<file path="config.mk">
export PLATFORM = sky130hd
export DESIGN_NAME = trapezoidal_speed_profile_flat
export DESIGN_NICKNAME = d
export VERILOG_FILES = /design/src/design/tsp_pkg.sv /design/src/design/tsp_if.sv /design/src/design/tsp_mac.sv /design/src/design/tsp_div1000.sv /design/src/design/trapezoidal_speed_profile.sv /design/src/flat_wrapper.sv
export SDC_FILE = /design/constraint.sdc
export NUM_CORES = 2
export LEC_CHECK = 0
export BUFFER_PORTS_ARGS = -buffer_cell sky130_fd_sc_hd__buf_2
export CAP_MARGIN = 20
export CORE_UTILIZATION = 45
export DETAILED_ROUTE_END_ITERATION = 10
export SLEW_MARGIN = 5
export SYNTH_ARGS = -nofsm -noshare
export SYNTH_HDL_FRONTEND = slang
export SYNTH_SLANG_ARGS = --single-unit
</file>
<file path="constraint.sdc">
create_clock -name clk -period 9.1 [get_ports clk]
set_input_delay 1.365 -clock clk [delete_from_list [all_inputs] [get_ports clk]]
set_output_delay 1.365 -clock clk [all_outputs]
set_load 0.03 [all_outputs]
</file>
<file path="src/design/tsp_pkg.sv">
`default_nettype none

package tsp_pkg;

    localparam int STEP_W  = 24;
    localparam int SPD_W   = 13;
    localparam int RATE_W  = 16;
    localparam int SPEED_W = 23;
    localparam int AW      = 64;
    localparam int MW      = 23;
    localparam int QW      = 13;
    localparam int MILLI   = 1000;

    localparam int CFG_IDX_W  = 3;
    localparam int CFG_DATA_W = 24;

    // 2 * 1000 * 1000, speed^2 scale of the braking test in milli units
    localparam logic [MW-1:0] BRAKE_SCALE = MW'(2 * MILLI * MILLI);
    // divisor aligned to the top quotient bit
    localparam logic [SPEED_W-1:0] DIV_TOP = SPEED_W'(MILLI * (1 << (QW - 1)));

    localparam logic CMD_START = 1'b0;
    localparam logic CMD_TICK  = 1'b1;

    typedef enum logic [CFG_IDX_W-1:0] {
        REG_STEP_TARGET = 3'd0,
        REG_ENTRY_SPEED = 3'd1,
        REG_MAX_SPEED   = 3'd2,
        REG_EXIT_SPEED  = 3'd3,
        REG_ACCEL_RATE  = 3'd4,
        REG_DECEL_RATE  = 3'd5
    } cfg_reg_t;

    typedef enum logic [1:0] {
        PH_ACCEL  = 2'd0,
        PH_CRUISE = 2'd1,
        PH_DECEL  = 2'd2,
        PH_DONE   = 2'd3
    } phase_t;

    typedef enum logic [3:0] {
        S_IDLE,
        S_EVAL,
        S_A_V,
        S_A_MAX,
        S_A_K,
        S_A_VV,
        S_A_EE,
        S_A_TST,
        S_A_DIV,
        S_C_P2,
        S_C_EE,
        S_C_TST,
        S_D_CMP,
        S_D_TST,
        S_EMIT
    } seq_state_t;

    typedef enum logic {
        MAC_ADD,
        MAC_MUL
    } mac_op_t;

    typedef struct packed {
        logic                 start;
        mac_op_t              op;
        logic                 clr;
        logic                 neg;
        logic signed [AW-1:0] mcand;
        logic [MW-1:0]        mplier;
    } mac_cmd_t;

    function automatic logic [SPEED_W-1:0] mul1000(input logic [SPD_W-1:0] x);
        logic [SPEED_W-1:0] xe;
        begin
            xe = SPEED_W'(x);
            return (xe << 10) - (xe << 4) - (xe << 3);
        end
    endfunction

endpackage

`default_nettype wire

</file>
<file path="src/design/tsp_if.sv">
`default_nettype none

interface tsp_in_if;
    logic                        valid;
    logic                        ready;
    logic                        cmd;
    logic [tsp_pkg::STEP_W-1:0]  step_count;

    modport source (output valid, output cmd, output step_count, input ready);
    modport sink   (input valid, input cmd, input step_count, output ready);
endinterface

interface tsp_out_if;
    logic                        valid;
    logic                        ready;
    logic [tsp_pkg::SPEED_W-1:0] speed_milli;
    logic [1:0]                  phase;
    logic                        done_res;
    logic                        clear_count;

    modport source (output valid, output speed_milli, output phase, output done_res,
                    output clear_count, input ready);
    modport sink   (input valid, input speed_milli, input phase, input done_res,
                    input clear_count, output ready);
endinterface

interface tsp_cfg_if;
    logic                           valid;
    logic                           ready;
    logic [tsp_pkg::CFG_IDX_W-1:0]  reg_index;
    logic [tsp_pkg::CFG_DATA_W-1:0] reg_data;

    modport source (output valid, output reg_index, output reg_data, input ready);
    modport sink   (input valid, input reg_index, input reg_data, output ready);
endinterface

`default_nettype wire

</file>
<file path="src/design/tsp_mac.sv">
`default_nettype none

// shift-add multiply-accumulate, one multiplier bit per cycle, LSB first
module tsp_mac (
    input  logic                          clk,
    input  logic                          rst_n,
    input  tsp_pkg::mac_cmd_t             cmd,
    output logic                          busy,
    output logic signed [tsp_pkg::AW-1:0] acc
);

    logic signed [tsp_pkg::AW-1:0] acc_reg, acc_next;
    logic signed [tsp_pkg::AW-1:0] mcand_reg, mcand_next;
    logic [tsp_pkg::MW-1:0]        mplier_reg, mplier_next;
    logic                          neg_reg, neg_next;
    logic                          busy_reg, busy_next;
    logic signed [tsp_pkg::AW-1:0] base;
    logic signed [tsp_pkg::AW-1:0] addend;
    logic signed [tsp_pkg::AW-1:0] term;

    always_comb
    begin
        base   = cmd.clr ? '0 : acc_reg;
        addend = cmd.neg ? -cmd.mcand : cmd.mcand;
        term   = neg_reg ? -mcand_reg : mcand_reg;

        acc_next    = acc_reg;
        mcand_next  = mcand_reg;
        mplier_next = mplier_reg;
        neg_next    = neg_reg;
        busy_next   = busy_reg;

        if (busy_reg)
        begin
            if (mplier_reg[0])
            begin
                acc_next = acc_reg + term;
            end
            mcand_next  = mcand_reg <<< 1;
            mplier_next = mplier_reg >> 1;
            busy_next   = |mplier_reg[tsp_pkg::MW-1:1];
        end
        else if (cmd.start)
        begin
            unique case (cmd.op)
                tsp_pkg::MAC_ADD:
                begin
                    acc_next = base + addend;
                end
                tsp_pkg::MAC_MUL:
                begin
                    acc_next    = base;
                    mcand_next  = cmd.mcand;
                    mplier_next = cmd.mplier;
                    neg_next    = cmd.neg;
                    busy_next   = |cmd.mplier;
                end
                default:
                begin
                    acc_next = acc_reg;
                end
            endcase
        end
    end

    always_ff @(posedge clk or negedge rst_n)
    begin
        if (!rst_n)
        begin
            busy_reg <= 1'b0;
        end
        else
        begin
            busy_reg <= busy_next;
        end
    end

    always_ff @(posedge clk)
    begin
        acc_reg    <= acc_next;
        mcand_reg  <= mcand_next;
        mplier_reg <= mplier_next;
        neg_reg    <= neg_next;
    end

    assign busy = busy_reg;
    assign acc  = acc_reg;

endmodule

`default_nettype wire

</file>
<file path="src/design/tsp_div1000.sv">
`default_nettype none

// restoring division by 1000, one quotient bit per cycle, MSB first
module tsp_div1000 (
    input  logic                        clk,
    input  logic                        rst_n,
    input  logic                        start,
    input  logic [tsp_pkg::SPEED_W-1:0] dividend,
    output logic                        busy,
    output logic [tsp_pkg::QW-1:0]      quotient
);

    localparam int CNT_W = $clog2(tsp_pkg::QW);

    logic [tsp_pkg::SPEED_W-1:0] rem_reg, rem_next;
    logic [tsp_pkg::SPEED_W-1:0] dsr_reg, dsr_next;
    logic [tsp_pkg::QW-1:0]      q_reg, q_next;
    logic [CNT_W-1:0]            cnt_reg, cnt_next;
    logic                        busy_reg, busy_next;
    logic                        fits;

    always_comb
    begin
        fits      = (rem_reg >= dsr_reg);
        rem_next  = rem_reg;
        dsr_next  = dsr_reg;
        q_next    = q_reg;
        cnt_next  = cnt_reg;
        busy_next = busy_reg;

        if (busy_reg)
        begin
            if (fits)
            begin
                rem_next = rem_reg - dsr_reg;
            end
            q_next    = {q_reg[tsp_pkg::QW-2:0], fits};
            dsr_next  = dsr_reg >> 1;
            cnt_next  = cnt_reg - 1'b1;
            busy_next = (cnt_reg != '0);
        end
        else if (start)
        begin
            rem_next  = dividend;
            dsr_next  = tsp_pkg::DIV_TOP;
            q_next    = '0;
            cnt_next  = CNT_W'(tsp_pkg::QW - 1);
            busy_next = 1'b1;
        end
    end

    always_ff @(posedge clk or negedge rst_n)
    begin
        if (!rst_n)
        begin
            busy_reg <= 1'b0;
            cnt_reg  <= '0;
        end
        else
        begin
            busy_reg <= busy_next;
            cnt_reg  <= cnt_next;
        end
    end

    always_ff @(posedge clk)
    begin
        rem_reg <= rem_next;
        dsr_reg <= dsr_next;
        q_reg   <= q_next;
    end

    assign busy     = busy_reg;
    assign quotient = q_reg;

endmodule

`default_nettype wire

</file>
<file path="src/design/trapezoidal_speed_profile.sv">
// From transfer in to result valid, an item steps through the sequencer states of its
// phase, and one item may chain accelerate through cruise and decelerate to done; the
// time is set by the shift-add multiplier, one bit per cycle.
// Throughput: one item at a time; the next is taken once the result is registered.
// Reset (rst_n, async, active low): phase done, elapsed time and peak zero,
// registers at their reset values, no result pending.
`default_nettype none

module trapezoidal_speed_profile #(
    parameter int ELAPSED_BITS = 20
) (
    input  logic      clk,
    input  logic      rst_n,
    tsp_cfg_if.sink   cfg,
    tsp_in_if.sink    item,
    tsp_out_if.source result
);

    localparam int SW = tsp_pkg::SPEED_W;

    // configuration
    logic [tsp_pkg::STEP_W-1:0] target_reg, target_next;
    logic [tsp_pkg::SPD_W-1:0]  entry_reg, entry_next;
    logic [tsp_pkg::SPD_W-1:0]  max_reg, max_next;
    logic [tsp_pkg::SPD_W-1:0]  exit_reg, exit_next;
    logic [tsp_pkg::RATE_W-1:0] accel_reg, accel_next;
    logic [tsp_pkg::RATE_W-1:0] decel_reg, decel_next;

    // move state
    tsp_pkg::seq_state_t        state_reg, state_next;
    tsp_pkg::phase_t            phase_reg, phase_next;
    logic [ELAPSED_BITS-1:0]    elapsed_reg, elapsed_next;
    logic [tsp_pkg::SPD_W-1:0]  peak_reg, peak_next;

    // per-item work
    logic [tsp_pkg::STEP_W:0]   diff_reg, diff_next;
    logic [SW-1:0]              v_reg, v_next;
    logic [SW-1:0]              speed_reg, speed_next;
    logic                       clear_reg, clear_next;

    // result register
    logic                       out_valid_reg, out_valid_next;
    logic [SW-1:0]              out_speed_reg, out_speed_next;
    tsp_pkg::phase_t            out_phase_reg, out_phase_next;
    logic                       out_done_reg, out_done_next;
    logic                       out_clear_reg, out_clear_next;

    logic [SW-1:0]              entry_m, max_m, exit_m, peak_m;
    tsp_pkg::mac_cmd_t          mac_cmd;
    logic                       mac_busy;
    logic signed [tsp_pkg::AW-1:0] acc;
    logic                       div_start;
    logic                       div_busy;
    logic [tsp_pkg::QW-1:0]     quotient;
    logic                       unit_busy;

    tsp_mac u_mac (
        .clk   (clk),
        .rst_n (rst_n),
        .cmd   (mac_cmd),
        .busy  (mac_busy),
        .acc   (acc)
    );

    tsp_div1000 u_div (
        .clk      (clk),
        .rst_n    (rst_n),
        .start    (div_start),
        .dividend (v_reg),
        .busy     (div_busy),
        .quotient (quotient)
    );

    assign entry_m   = tsp_pkg::mul1000(entry_reg);
    assign max_m     = tsp_pkg::mul1000(max_reg);
    assign exit_m    = tsp_pkg::mul1000(exit_reg);
    assign peak_m    = tsp_pkg::mul1000(peak_reg);
    assign unit_busy = mac_busy | div_busy;

    // configuration writes
    always_comb
    begin
        target_next = target_reg;
        entry_next  = entry_reg;
        max_next    = max_reg;
        exit_next   = exit_reg;
        accel_next  = accel_reg;
        decel_next  = decel_reg;
        if (cfg.valid)
        begin
            unique case (cfg.reg_index)
                tsp_pkg::REG_STEP_TARGET: target_next = cfg.reg_data[tsp_pkg::STEP_W-1:0];
                tsp_pkg::REG_ENTRY_SPEED: entry_next  = cfg.reg_data[tsp_pkg::SPD_W-1:0];
                tsp_pkg::REG_MAX_SPEED:   max_next    = cfg.reg_data[tsp_pkg::SPD_W-1:0];
                tsp_pkg::REG_EXIT_SPEED:  exit_next   = cfg.reg_data[tsp_pkg::SPD_W-1:0];
                tsp_pkg::REG_ACCEL_RATE:  accel_next  = cfg.reg_data[tsp_pkg::RATE_W-1:0];
                tsp_pkg::REG_DECEL_RATE:
                begin
                    // zero deceleration behaves as one
                    if (cfg.reg_data[tsp_pkg::RATE_W-1:0] == '0)
                    begin
                        decel_next = tsp_pkg::RATE_W'(1);
                    end
                    else
                    begin
                        decel_next = cfg.reg_data[tsp_pkg::RATE_W-1:0];
                    end
                end
                default:
                begin
                    target_next = target_reg;
                end
            endcase
        end
    end

    // sequencer
    always_comb
    begin
        state_next   = state_reg;
        phase_next   = phase_reg;
        elapsed_next = elapsed_reg;
        peak_next    = peak_reg;
        diff_next    = diff_reg;
        v_next       = v_reg;
        speed_next   = speed_reg;
        clear_next   = clear_reg;

        out_valid_next = out_valid_reg & ~result.ready;
        out_speed_next = out_speed_reg;
        out_phase_next = out_phase_reg;
        out_done_next  = out_done_reg;
        out_clear_next = out_clear_reg;

        mac_cmd       = '0;
        mac_cmd.op    = tsp_pkg::MAC_ADD;
        div_start     = 1'b0;

        if (!unit_busy)
        begin
            unique case (state_reg)
                tsp_pkg::S_IDLE:
                begin
                    if (item.valid)
                    begin
                        if (item.cmd == tsp_pkg::CMD_START)
                        begin
                            elapsed_next = '0;
                            peak_next    = '0;
                            phase_next   = tsp_pkg::PH_ACCEL;
                            clear_next   = 1'b1;
                            diff_next    = {1'b0, target_reg};
                        end
                        else
                        begin
                            if (!(&elapsed_reg))
                            begin
                                elapsed_next = elapsed_reg + 1'b1;
                            end
                            clear_next = 1'b0;
                            diff_next  = {1'b0, target_reg} - {1'b0, item.step_count};
                        end
                        state_next = tsp_pkg::S_EVAL;
                    end
                end
                tsp_pkg::S_EVAL:
                begin
                    unique case (phase_reg)
                        tsp_pkg::PH_ACCEL:
                        begin
                            // v = entry + accel * t
                            mac_cmd.start  = 1'b1;
                            mac_cmd.op     = tsp_pkg::MAC_MUL;
                            mac_cmd.clr    = 1'b1;
                            mac_cmd.mcand  = tsp_pkg::AW'(elapsed_reg);
                            mac_cmd.mplier = tsp_pkg::MW'(accel_reg);
                            state_next     = tsp_pkg::S_A_V;
                        end
                        tsp_pkg::PH_CRUISE:
                        begin
                            // -2*d*(target - steps)
                            mac_cmd.start  = 1'b1;
                            mac_cmd.op     = tsp_pkg::MAC_MUL;
                            mac_cmd.clr    = 1'b1;
                            mac_cmd.neg    = 1'b1;
                            mac_cmd.mcand  = {{(tsp_pkg::AW-tsp_pkg::STEP_W-2)
                                              {diff_reg[tsp_pkg::STEP_W]}}, diff_reg, 1'b0};
                            mac_cmd.mplier = tsp_pkg::MW'(decel_reg);
                            state_next     = tsp_pkg::S_C_P2;
                        end
                        tsp_pkg::PH_DECEL:
                        begin
                            // -d*t
                            mac_cmd.start  = 1'b1;
                            mac_cmd.op     = tsp_pkg::MAC_MUL;
                            mac_cmd.clr    = 1'b1;
                            mac_cmd.neg    = 1'b1;
                            mac_cmd.mcand  = tsp_pkg::AW'(elapsed_reg);
                            mac_cmd.mplier = tsp_pkg::MW'(decel_reg);
                            state_next     = tsp_pkg::S_D_CMP;
                        end
                        tsp_pkg::PH_DONE:
                        begin
                            speed_next = exit_m;
                            state_next = tsp_pkg::S_EMIT;
                        end
                        default:
                        begin
                            state_next = tsp_pkg::S_EMIT;
                        end
                    endcase
                end
                tsp_pkg::S_A_V:
                begin
                    mac_cmd.start = 1'b1;
                    mac_cmd.op    = tsp_pkg::MAC_ADD;
                    mac_cmd.mcand = tsp_pkg::AW'(entry_m);
                    state_next    = tsp_pkg::S_A_MAX;
                end
                tsp_pkg::S_A_MAX:
                begin
                    if (acc >= $signed(tsp_pkg::AW'(max_m)))
                    begin
                        peak_next  = max_reg;
                        phase_next = tsp_pkg::PH_CRUISE;
                        state_next = tsp_pkg::S_EVAL;
                    end
                    else
                    begin
                        v_next         = acc[SW-1:0];
                        mac_cmd.start  = 1'b1;
                        mac_cmd.op     = tsp_pkg::MAC_MUL;
                        mac_cmd.clr    = 1'b1;
                        mac_cmd.mcand  = {{(tsp_pkg::AW-tsp_pkg::STEP_W-1)
                                          {diff_reg[tsp_pkg::STEP_W]}}, diff_reg};
                        mac_cmd.mplier = tsp_pkg::MW'(decel_reg);
                        state_next     = tsp_pkg::S_A_K;
                    end
                end
                tsp_pkg::S_A_K:
                begin
                    // -2e6 * d * (target - steps)
                    mac_cmd.start  = 1'b1;
                    mac_cmd.op     = tsp_pkg::MAC_MUL;
                    mac_cmd.clr    = 1'b1;
                    mac_cmd.neg    = 1'b1;
                    mac_cmd.mcand  = acc;
                    mac_cmd.mplier = tsp_pkg::BRAKE_SCALE;
                    state_next     = tsp_pkg::S_A_VV;
                end
                tsp_pkg::S_A_VV:
                begin
                    mac_cmd.start  = 1'b1;
                    mac_cmd.op     = tsp_pkg::MAC_MUL;
                    mac_cmd.mcand  = tsp_pkg::AW'(v_reg);
                    mac_cmd.mplier = tsp_pkg::MW'(v_reg);
                    state_next     = tsp_pkg::S_A_EE;
                end
                tsp_pkg::S_A_EE:
                begin
                    mac_cmd.start  = 1'b1;
                    mac_cmd.op     = tsp_pkg::MAC_MUL;
                    mac_cmd.neg    = 1'b1;
                    mac_cmd.mcand  = tsp_pkg::AW'(exit_m);
                    mac_cmd.mplier = tsp_pkg::MW'(exit_m);
                    state_next     = tsp_pkg::S_A_TST;
                end
                tsp_pkg::S_A_TST:
                begin
                    if (!acc[tsp_pkg::AW-1])
                    begin
                        div_start  = 1'b1;
                        state_next = tsp_pkg::S_A_DIV;
                    end
                    else
                    begin
                        speed_next = v_reg;
                        state_next = tsp_pkg::S_EMIT;
                    end
                end
                tsp_pkg::S_A_DIV:
                begin
                    peak_next  = quotient;
                    phase_next = tsp_pkg::PH_CRUISE;
                    state_next = tsp_pkg::S_EVAL;
                end
                tsp_pkg::S_C_P2:
                begin
                    mac_cmd.start  = 1'b1;
                    mac_cmd.op     = tsp_pkg::MAC_MUL;
                    mac_cmd.mcand  = tsp_pkg::AW'(peak_reg);
                    mac_cmd.mplier = tsp_pkg::MW'(peak_reg);
                    state_next     = tsp_pkg::S_C_EE;
                end
                tsp_pkg::S_C_EE:
                begin
                    mac_cmd.start  = 1'b1;
                    mac_cmd.op     = tsp_pkg::MAC_MUL;
                    mac_cmd.neg    = 1'b1;
                    mac_cmd.mcand  = tsp_pkg::AW'(exit_reg);
                    mac_cmd.mplier = tsp_pkg::MW'(exit_reg);
                    state_next     = tsp_pkg::S_C_TST;
                end
                tsp_pkg::S_C_TST:
                begin
                    if (!acc[tsp_pkg::AW-1])
                    begin
                        elapsed_next = '0;
                        phase_next   = tsp_pkg::PH_DECEL;
                        state_next   = tsp_pkg::S_EVAL;
                    end
                    else
                    begin
                        speed_next = peak_m;
                        state_next = tsp_pkg::S_EMIT;
                    end
                end
                tsp_pkg::S_D_CMP:
                begin
                    mac_cmd.start = 1'b1;
                    mac_cmd.op    = tsp_pkg::MAC_ADD;
                    mac_cmd.mcand = tsp_pkg::AW'(peak_m);
                    state_next    = tsp_pkg::S_D_TST;
                end
                tsp_pkg::S_D_TST:
                begin
                    if (acc > $signed(tsp_pkg::AW'(exit_m)))
                    begin
                        speed_next = acc[SW-1:0];
                        state_next = tsp_pkg::S_EMIT;
                    end
                    else
                    begin
                        phase_next = tsp_pkg::PH_DONE;
                        state_next = tsp_pkg::S_EVAL;
                    end
                end
                tsp_pkg::S_EMIT:
                begin
                    if (!out_valid_reg || result.ready)
                    begin
                        out_valid_next = 1'b1;
                        out_speed_next = speed_reg;
                        out_phase_next = phase_reg;
                        out_done_next  = (phase_reg == tsp_pkg::PH_DONE);
                        out_clear_next = clear_reg;
                        state_next     = tsp_pkg::S_IDLE;
                    end
                end
                default:
                begin
                    state_next = tsp_pkg::S_IDLE;
                end
            endcase
        end
    end

    always_ff @(posedge clk or negedge rst_n)
    begin
        if (!rst_n)
        begin
            target_reg    <= '0;
            entry_reg     <= '0;
            max_reg       <= '0;
            exit_reg      <= '0;
            accel_reg     <= '0;
            decel_reg     <= tsp_pkg::RATE_W'(1);
            state_reg     <= tsp_pkg::S_IDLE;
            phase_reg     <= tsp_pkg::PH_DONE;
            elapsed_reg   <= '0;
            peak_reg      <= '0;
            out_valid_reg <= 1'b0;
        end
        else
        begin
            target_reg    <= target_next;
            entry_reg     <= entry_next;
            max_reg       <= max_next;
            exit_reg      <= exit_next;
            accel_reg     <= accel_next;
            decel_reg     <= decel_next;
            state_reg     <= state_next;
            phase_reg     <= phase_next;
            elapsed_reg   <= elapsed_next;
            peak_reg      <= peak_next;
            out_valid_reg <= out_valid_next;
        end
    end

    always_ff @(posedge clk)
    begin
        diff_reg      <= diff_next;
        v_reg         <= v_next;
        speed_reg     <= speed_next;
        clear_reg     <= clear_next;
        out_speed_reg <= out_speed_next;
        out_phase_reg <= out_phase_next;
        out_done_reg  <= out_done_next;
        out_clear_reg <= out_clear_next;
    end

    assign cfg.ready          = 1'b1;
    assign item.ready         = (state_reg == tsp_pkg::S_IDLE);
    assign result.valid       = out_valid_reg;
    assign result.speed_milli = out_speed_reg;
    assign result.phase       = out_phase_reg;
    assign result.done_res    = out_done_reg;
    assign result.clear_count = out_clear_reg;

endmodule

`default_nettype wire

</file>
<file path="src/flat_wrapper.sv">
// flat-port wrapper written by rule: the top's interface ports become plain ports
module trapezoidal_speed_profile_flat 
#(
    parameter int ELAPSED_BITS = 20
)
  (clk, rst_n, cfg_valid, cfg_reg_index, cfg_reg_data, cfg_ready, item_valid, item_cmd, item_step_count, item_ready, result_valid, result_speed_milli, result_phase, result_done_res, result_clear_count, result_ready);
  tsp_cfg_if cfg_i ();
  tsp_in_if item_i ();
  tsp_out_if result_i ();
  input  logic clk;
  input  logic rst_n;
  input wire logic [$bits(cfg_i.valid)-1:0] cfg_valid;
  input wire logic [$bits(cfg_i.reg_index)-1:0] cfg_reg_index;
  input wire logic [$bits(cfg_i.reg_data)-1:0] cfg_reg_data;
  output wire logic [$bits(cfg_i.ready)-1:0] cfg_ready;
  input wire logic [$bits(item_i.valid)-1:0] item_valid;
  input wire logic [$bits(item_i.cmd)-1:0] item_cmd;
  input wire logic [$bits(item_i.step_count)-1:0] item_step_count;
  output wire logic [$bits(item_i.ready)-1:0] item_ready;
  output wire logic [$bits(result_i.valid)-1:0] result_valid;
  output wire logic [$bits(result_i.speed_milli)-1:0] result_speed_milli;
  output wire logic [$bits(result_i.phase)-1:0] result_phase;
  output wire logic [$bits(result_i.done_res)-1:0] result_done_res;
  output wire logic [$bits(result_i.clear_count)-1:0] result_clear_count;
  input wire logic [$bits(result_i.ready)-1:0] result_ready;
  assign cfg_i.valid = cfg_valid;
  assign cfg_i.reg_index = cfg_reg_index;
  assign cfg_i.reg_data = cfg_reg_data;
  assign cfg_ready = cfg_i.ready;
  assign item_i.valid = item_valid;
  assign item_i.cmd = item_cmd;
  assign item_i.step_count = item_step_count;
  assign item_ready = item_i.ready;
  assign result_valid = result_i.valid;
  assign result_speed_milli = result_i.speed_milli;
  assign result_phase = result_i.phase;
  assign result_done_res = result_i.done_res;
  assign result_clear_count = result_i.clear_count;
  assign result_i.ready = result_ready;
  trapezoidal_speed_profile #(.ELAPSED_BITS(ELAPSED_BITS)) u_core (.clk(clk), .rst_n(rst_n), .cfg(cfg_i), .item(item_i), .result(result_i));
endmodule
</file>
==> metrics.txt <==
# TYPE chip_impl_metric gauge
chip_impl_metric{name="placedCellCount",unit=""} 5878
chip_impl_metric{name="ys_seq_area_share",unit="%"} 32.7
chip_impl_metric{name="stdcell_count",unit=""} 6014
chip_impl_metric{name="finalHoldViolCount",unit=""} 0
chip_impl_info{name="synth_largest_area_cell",value="sky130_fd_sc_hd__edfxtp_1"} 1
chip_impl_metric{name="final_antenna_net_count",unit=""} 0
chip_impl_metric{name="critical_path_required",unit="ns"} 9.61
chip_impl_metric{name="cts_inserted_buffers",unit=""} 54
chip_impl_metric{name="floorplan.rows",unit=""} 107
chip_impl_metric{name="final_max_slew_viol_count",unit=""} 0
chip_impl_info{name="most_common_library_cell_in_the_layout_ignoring_fill_and_taps",value="sky130_fd_sc_hd__buf_4"} 1
chip_impl_metric{name="remaining_drc_errors",unit=""} 0
chip_impl_metric{name="drt-met1-wl",unit="µm"} 67300
chip_impl_metric{name="fmaxAchievable",unit="GHz"} 0.108
chip_impl_metric{name="pin_count_of_the_biggest_net_entering_global_routing",unit=""} 77
chip_impl_info{name="worst_path_max_delay_cell",value="sky130_fd_sc_hd__or4_4"} 1
chip_impl_info{name="cts_tree",value="yes"} 1
chip_impl_metric{name="yosys_warnings",unit=""} 0
chip_impl_metric{name="initial_util",unit="%"} 45.7
chip_impl_metric{name="whs_path_depth",unit=""} 0
chip_impl_metric{name="h-tree-depth",unit=""} 2
chip_impl_metric{name="synth_fp_nets",unit=""} 4859
chip_impl_metric{name="netlist_area",unit="mm²"} 0.0392
chip_impl_metric{name="cts_max_path_buffers",unit=""} 3
chip_impl_metric{name="via_count",unit=""} 37800
chip_impl_metric{name="die-width",unit="µm"} 297
chip_impl_info{name="commonest_cells_after_routing_fill_and_taps_aside",value="sky130_fd_sc_hd__buf_4, sky130_fd_sc_hd__nand2_1, sky130_fd_sc_hd__a21oi_1"} 1
chip_impl_metric{name="layout-drive-gt1-share",unit="%"} 18.2
chip_impl_info{name="grt_setup_unrepaired",value="yes"} 1
chip_impl_info{name="top_layer_used",value="met4"} 1
chip_impl_metric{name="die_h",unit="µm"} 297
chip_impl_metric{name="clk_pin_slew_worst_paths",unit="ns"} 0.06
chip_impl_metric{name="final_min_period",unit="ns"} 9.30
chip_impl_metric{name="antenna_found_initial",unit=""} 1
chip_impl_metric{name="max-slew-margin-rel",unit="%"} 12.4
chip_impl_metric{name="synth-seq-cells",unit=""} 450
chip_impl_metric{name="share_of_the_clock_period_used_by_the_worst_path",unit="%"} 102
chip_impl_metric{name="tightestPinTransition",unit="ns"} 1.31
chip_impl_metric{name="asyncSetResetFlopFracSynth",unit="%"} 31.3
chip_impl_metric{name="synth_cells",unit=""} 4445
chip_impl_metric{name="firstDrtPassIters",unit=""} 8
chip_impl_metric{name="grt.overflow.total",unit=""} 0
chip_impl_metric{name="post-place-ws",unit="ns"} -0.624
chip_impl_info{name="synthTopCellsByArea",value="sky130_fd_sc_hd__edfxtp_1, sky130_fd_sc_hd__ha_1, sky130_fd_sc_hd__dfrtp_1"} 1
chip_impl_metric{name="fin_worst_skew",unit="ns"} 0.0557
chip_impl_metric{name="critPathMaxFanout",unit=""} 7
chip_impl_metric{name="wire_length_per_cell",unit="µm"} 24.7
chip_impl_info{name="synth_ff_type",value="sky130_fd_sc_hd__edfxtp_1"} 1
chip_impl_metric{name="diodes",unit=""} 0
chip_impl_info{name="violations",value="setup timing"} 1
chip_impl_metric{name="yosysUniqueCellTypes",unit=""} 93
chip_impl_metric{name="vias_in_the_first_global_route",unit=""} 34500
chip_impl_metric{name="synth_top_area_share",unit="%"} 23.5
chip_impl_metric{name="crit_path_max_cell_delay",unit="ns"} 0.53
chip_impl_metric{name="wl_met2",unit="µm"} 59200
chip_impl_info{name="worst_setup_path_end_kind",value="flop"} 1
chip_impl_metric{name="worstSkewPairLatency",unit="ns"} 0.67
chip_impl_info{name="timing.hold.worst.class",value="reg -> reg"} 1
chip_impl_metric{name="fin_nets",unit=""} 5241
chip_impl_metric{name="dp_hpwl",unit="µm"} 113000
chip_impl_info{name="cts-root-buf",value="sky130_fd_sc_hd__clkbuf_16"} 1
chip_impl_metric{name="number_of_enable_type_register_cells_in_the_synthesized_netlist",unit=""} 307
chip_impl_metric{name="top_level_ports",unit=""} 87
chip_impl_metric{name="r2r_cells",unit=""} 49
chip_impl_metric{name="worstPathArrival",unit="ns"} 9.81
chip_impl_metric{name="grt_first_pass_wirelength",unit="µm"} 220000
chip_impl_metric{name="die_area",unit="mm²"} 0.0882
chip_impl_metric{name="detailroute.wirelength.met3",unit="µm"} 16800
chip_impl_info{name="setup.worst_path.start_class",value="flop"} 1
chip_impl_metric{name="tritoncts_num_sinks",unit=""} 450
chip_impl_metric{name="finalWorstSetupSlack",unit="ns"} -0.197
chip_impl_metric{name="total_grt_usage",unit="%"} 32.5
chip_impl_metric{name="avgSynthCellArea",unit="µm²"} 8.81
chip_impl_metric{name="max_cap_viols",unit=""} 0
chip_impl_metric{name="gp_routability_congestion",unit=""} 1.06
chip_impl_metric{name="via_per_inst",unit=""} 6.28
chip_impl_metric{name="totalWireLength",unit="µm"} 149000
chip_impl_metric{name="cts_hold_buf",unit=""} 0
chip_impl_metric{name="syn2layout_area_growth",unit="%"} 18.2
chip_impl_metric{name="numPortBuffers",unit=""} 85
chip_impl_metric{name="setup_viol",unit=""} 17
chip_impl_info{name="path_class",value="reg -> reg"} 1
chip_impl_info{name="run_status",value="finished, violations left"} 1
chip_impl_metric{name="design.core.area",unit="mm²"} 0.0857
chip_impl_metric{name="drt-initial-drc-count",unit=""} 4831
-- path summary, 6_finish.rpt --
kind,slack [ns],startpoint,end
worst max-delay path,-0.20,u_core.max_reg[1]$_DFFE_PN0P_,u_core.u_mac.acc[61]$_DFFE_PP_
worst max register to register,-0.20,u_core.max_reg[1]$_DFFE_PN0P_,u_core.u_mac.acc[61]$_DFFE_PP_
worst min-delay path,0.42,u_core.speed_reg[9]$_DFFE_PP_,u_core.result.speed_milli[9]$_DFFE_PP_
min in group asynchronous,0.76,rst_n,u_core.entry_reg[4]$_DFFE_PN0P_
worst min register to register,0.42,u_core.speed_reg[9]$_DFFE_PP_,u_core.result.speed_milli[9]$_DFFE_PP_
max in group asynchronous,6.76,rst_n,u_core.u_mac.busy$_DFF_PN0_
-- stage by stage --
stage | setup TNS, ns | area, µm² | hold WS, ns | utilization [%]
2_1_floorplan | 0 | 39300 | 0.400 | -
3_3_place_gp | -3.06 | 43600 | 0.402 | 50.9
3_5_place_dp | -5.00 | 43600 | 0.405 | 50.9
4_1_cts | 0 | 45700 | 0.419 | 53.4
5_1_grt | -11.37 | 46300 | 0.425 | 54.0
6_report | -1.53 | 46300 | 0.416 | 54.0
-- cells in the mapped netlist, drive strengths merged, types with 21 or more instances --
| master | number |
|---|---|
| or3 | 42 |
| ha | 329 |
| or2 | 22 |
| a22oi | 52 |
| a21oi | 347 |
| a211oi | 50 |
| o21ai | 344 |
| o21a | 40 |
| a31oi | 51 |
| a221oi | 39 |
| a21o | 181 |
| edfxtp | 307 |
| nand3 | 77 |
| or4 | 25 |
| mux2 | 92 |
| nor2b | 45 |
| nand2b | 42 |
| xor2 | 99 |
| nand2 | 407 |
| nor2 | 289 |
| o21bai | 35 |
| xnor2 | 210 |
| and2 | 88 |
| o211ai | 36 |
| and3 | 46 |
| o31ai | 49 |
| nor4 | 33 |
| nor3 | 83 |
| inv | 212 |
| clkbuf | 197 |
| nand4 | 58 |
| a211o | 21 |
| fa | 28 |
| a21boi | 29 |
| a22o | 37 |
| dfrtp | 138 |
-- logic make-up after synthesis --
kind of cell	after synthesis	synth area share, %
compound gates	1485	24.9
other cells	1	0.00957
simple gates	1309	16.4
flops	450	32.7
fa+ha+maj	357	11.9
xor+xnor	309	6.91
buf+inv	429	4.13
mux	105	3.01
-- area by class of cell --
cell class | instances | area (µm²)
clock buffer | 73 | 1540
sequential | 450 | 12800
multi-input combinational | 3566 | 25400
fill | 7961 | 39400
tap | 1144 | 1430
timing repair buffer | 542 | 3960
clock inverter | 26 | 337
inverter | 213 | 805
-- worst max-delay path, delay by kind of cell (launching register included) --
family,cells,cell delay [ns]
AO/OA/AOI/OAI,21,3.30
XOR/XNOR,2,0.31
adder cells (fa/ha/maj),4,1.09
buffers and inverters,5,0.60
flip-flops,1,0.40
AND/OR/NAND/NOR,17,3.43
-- layer usage --
metal	global-route usage, %	vias to the layer above
met5	0	-
met4	10.1	0
met3	6.74	307
met2	45.3	2050
met1	49.6	18100
li1	-	17300
-- timing repair --
item / in CTS / in global routing
buffers inserted: 15 / 21
cloned: 0 / 0
pin swaps: 37 / 76
hold endpoints to repair: 0 / 0
setup endpoints to repair: 24 / 33
resized for setup: 37 / 88
Power is not shown: default switching activity piles up to over one toggle a cycle in this logic, so the estimate is an artifact.
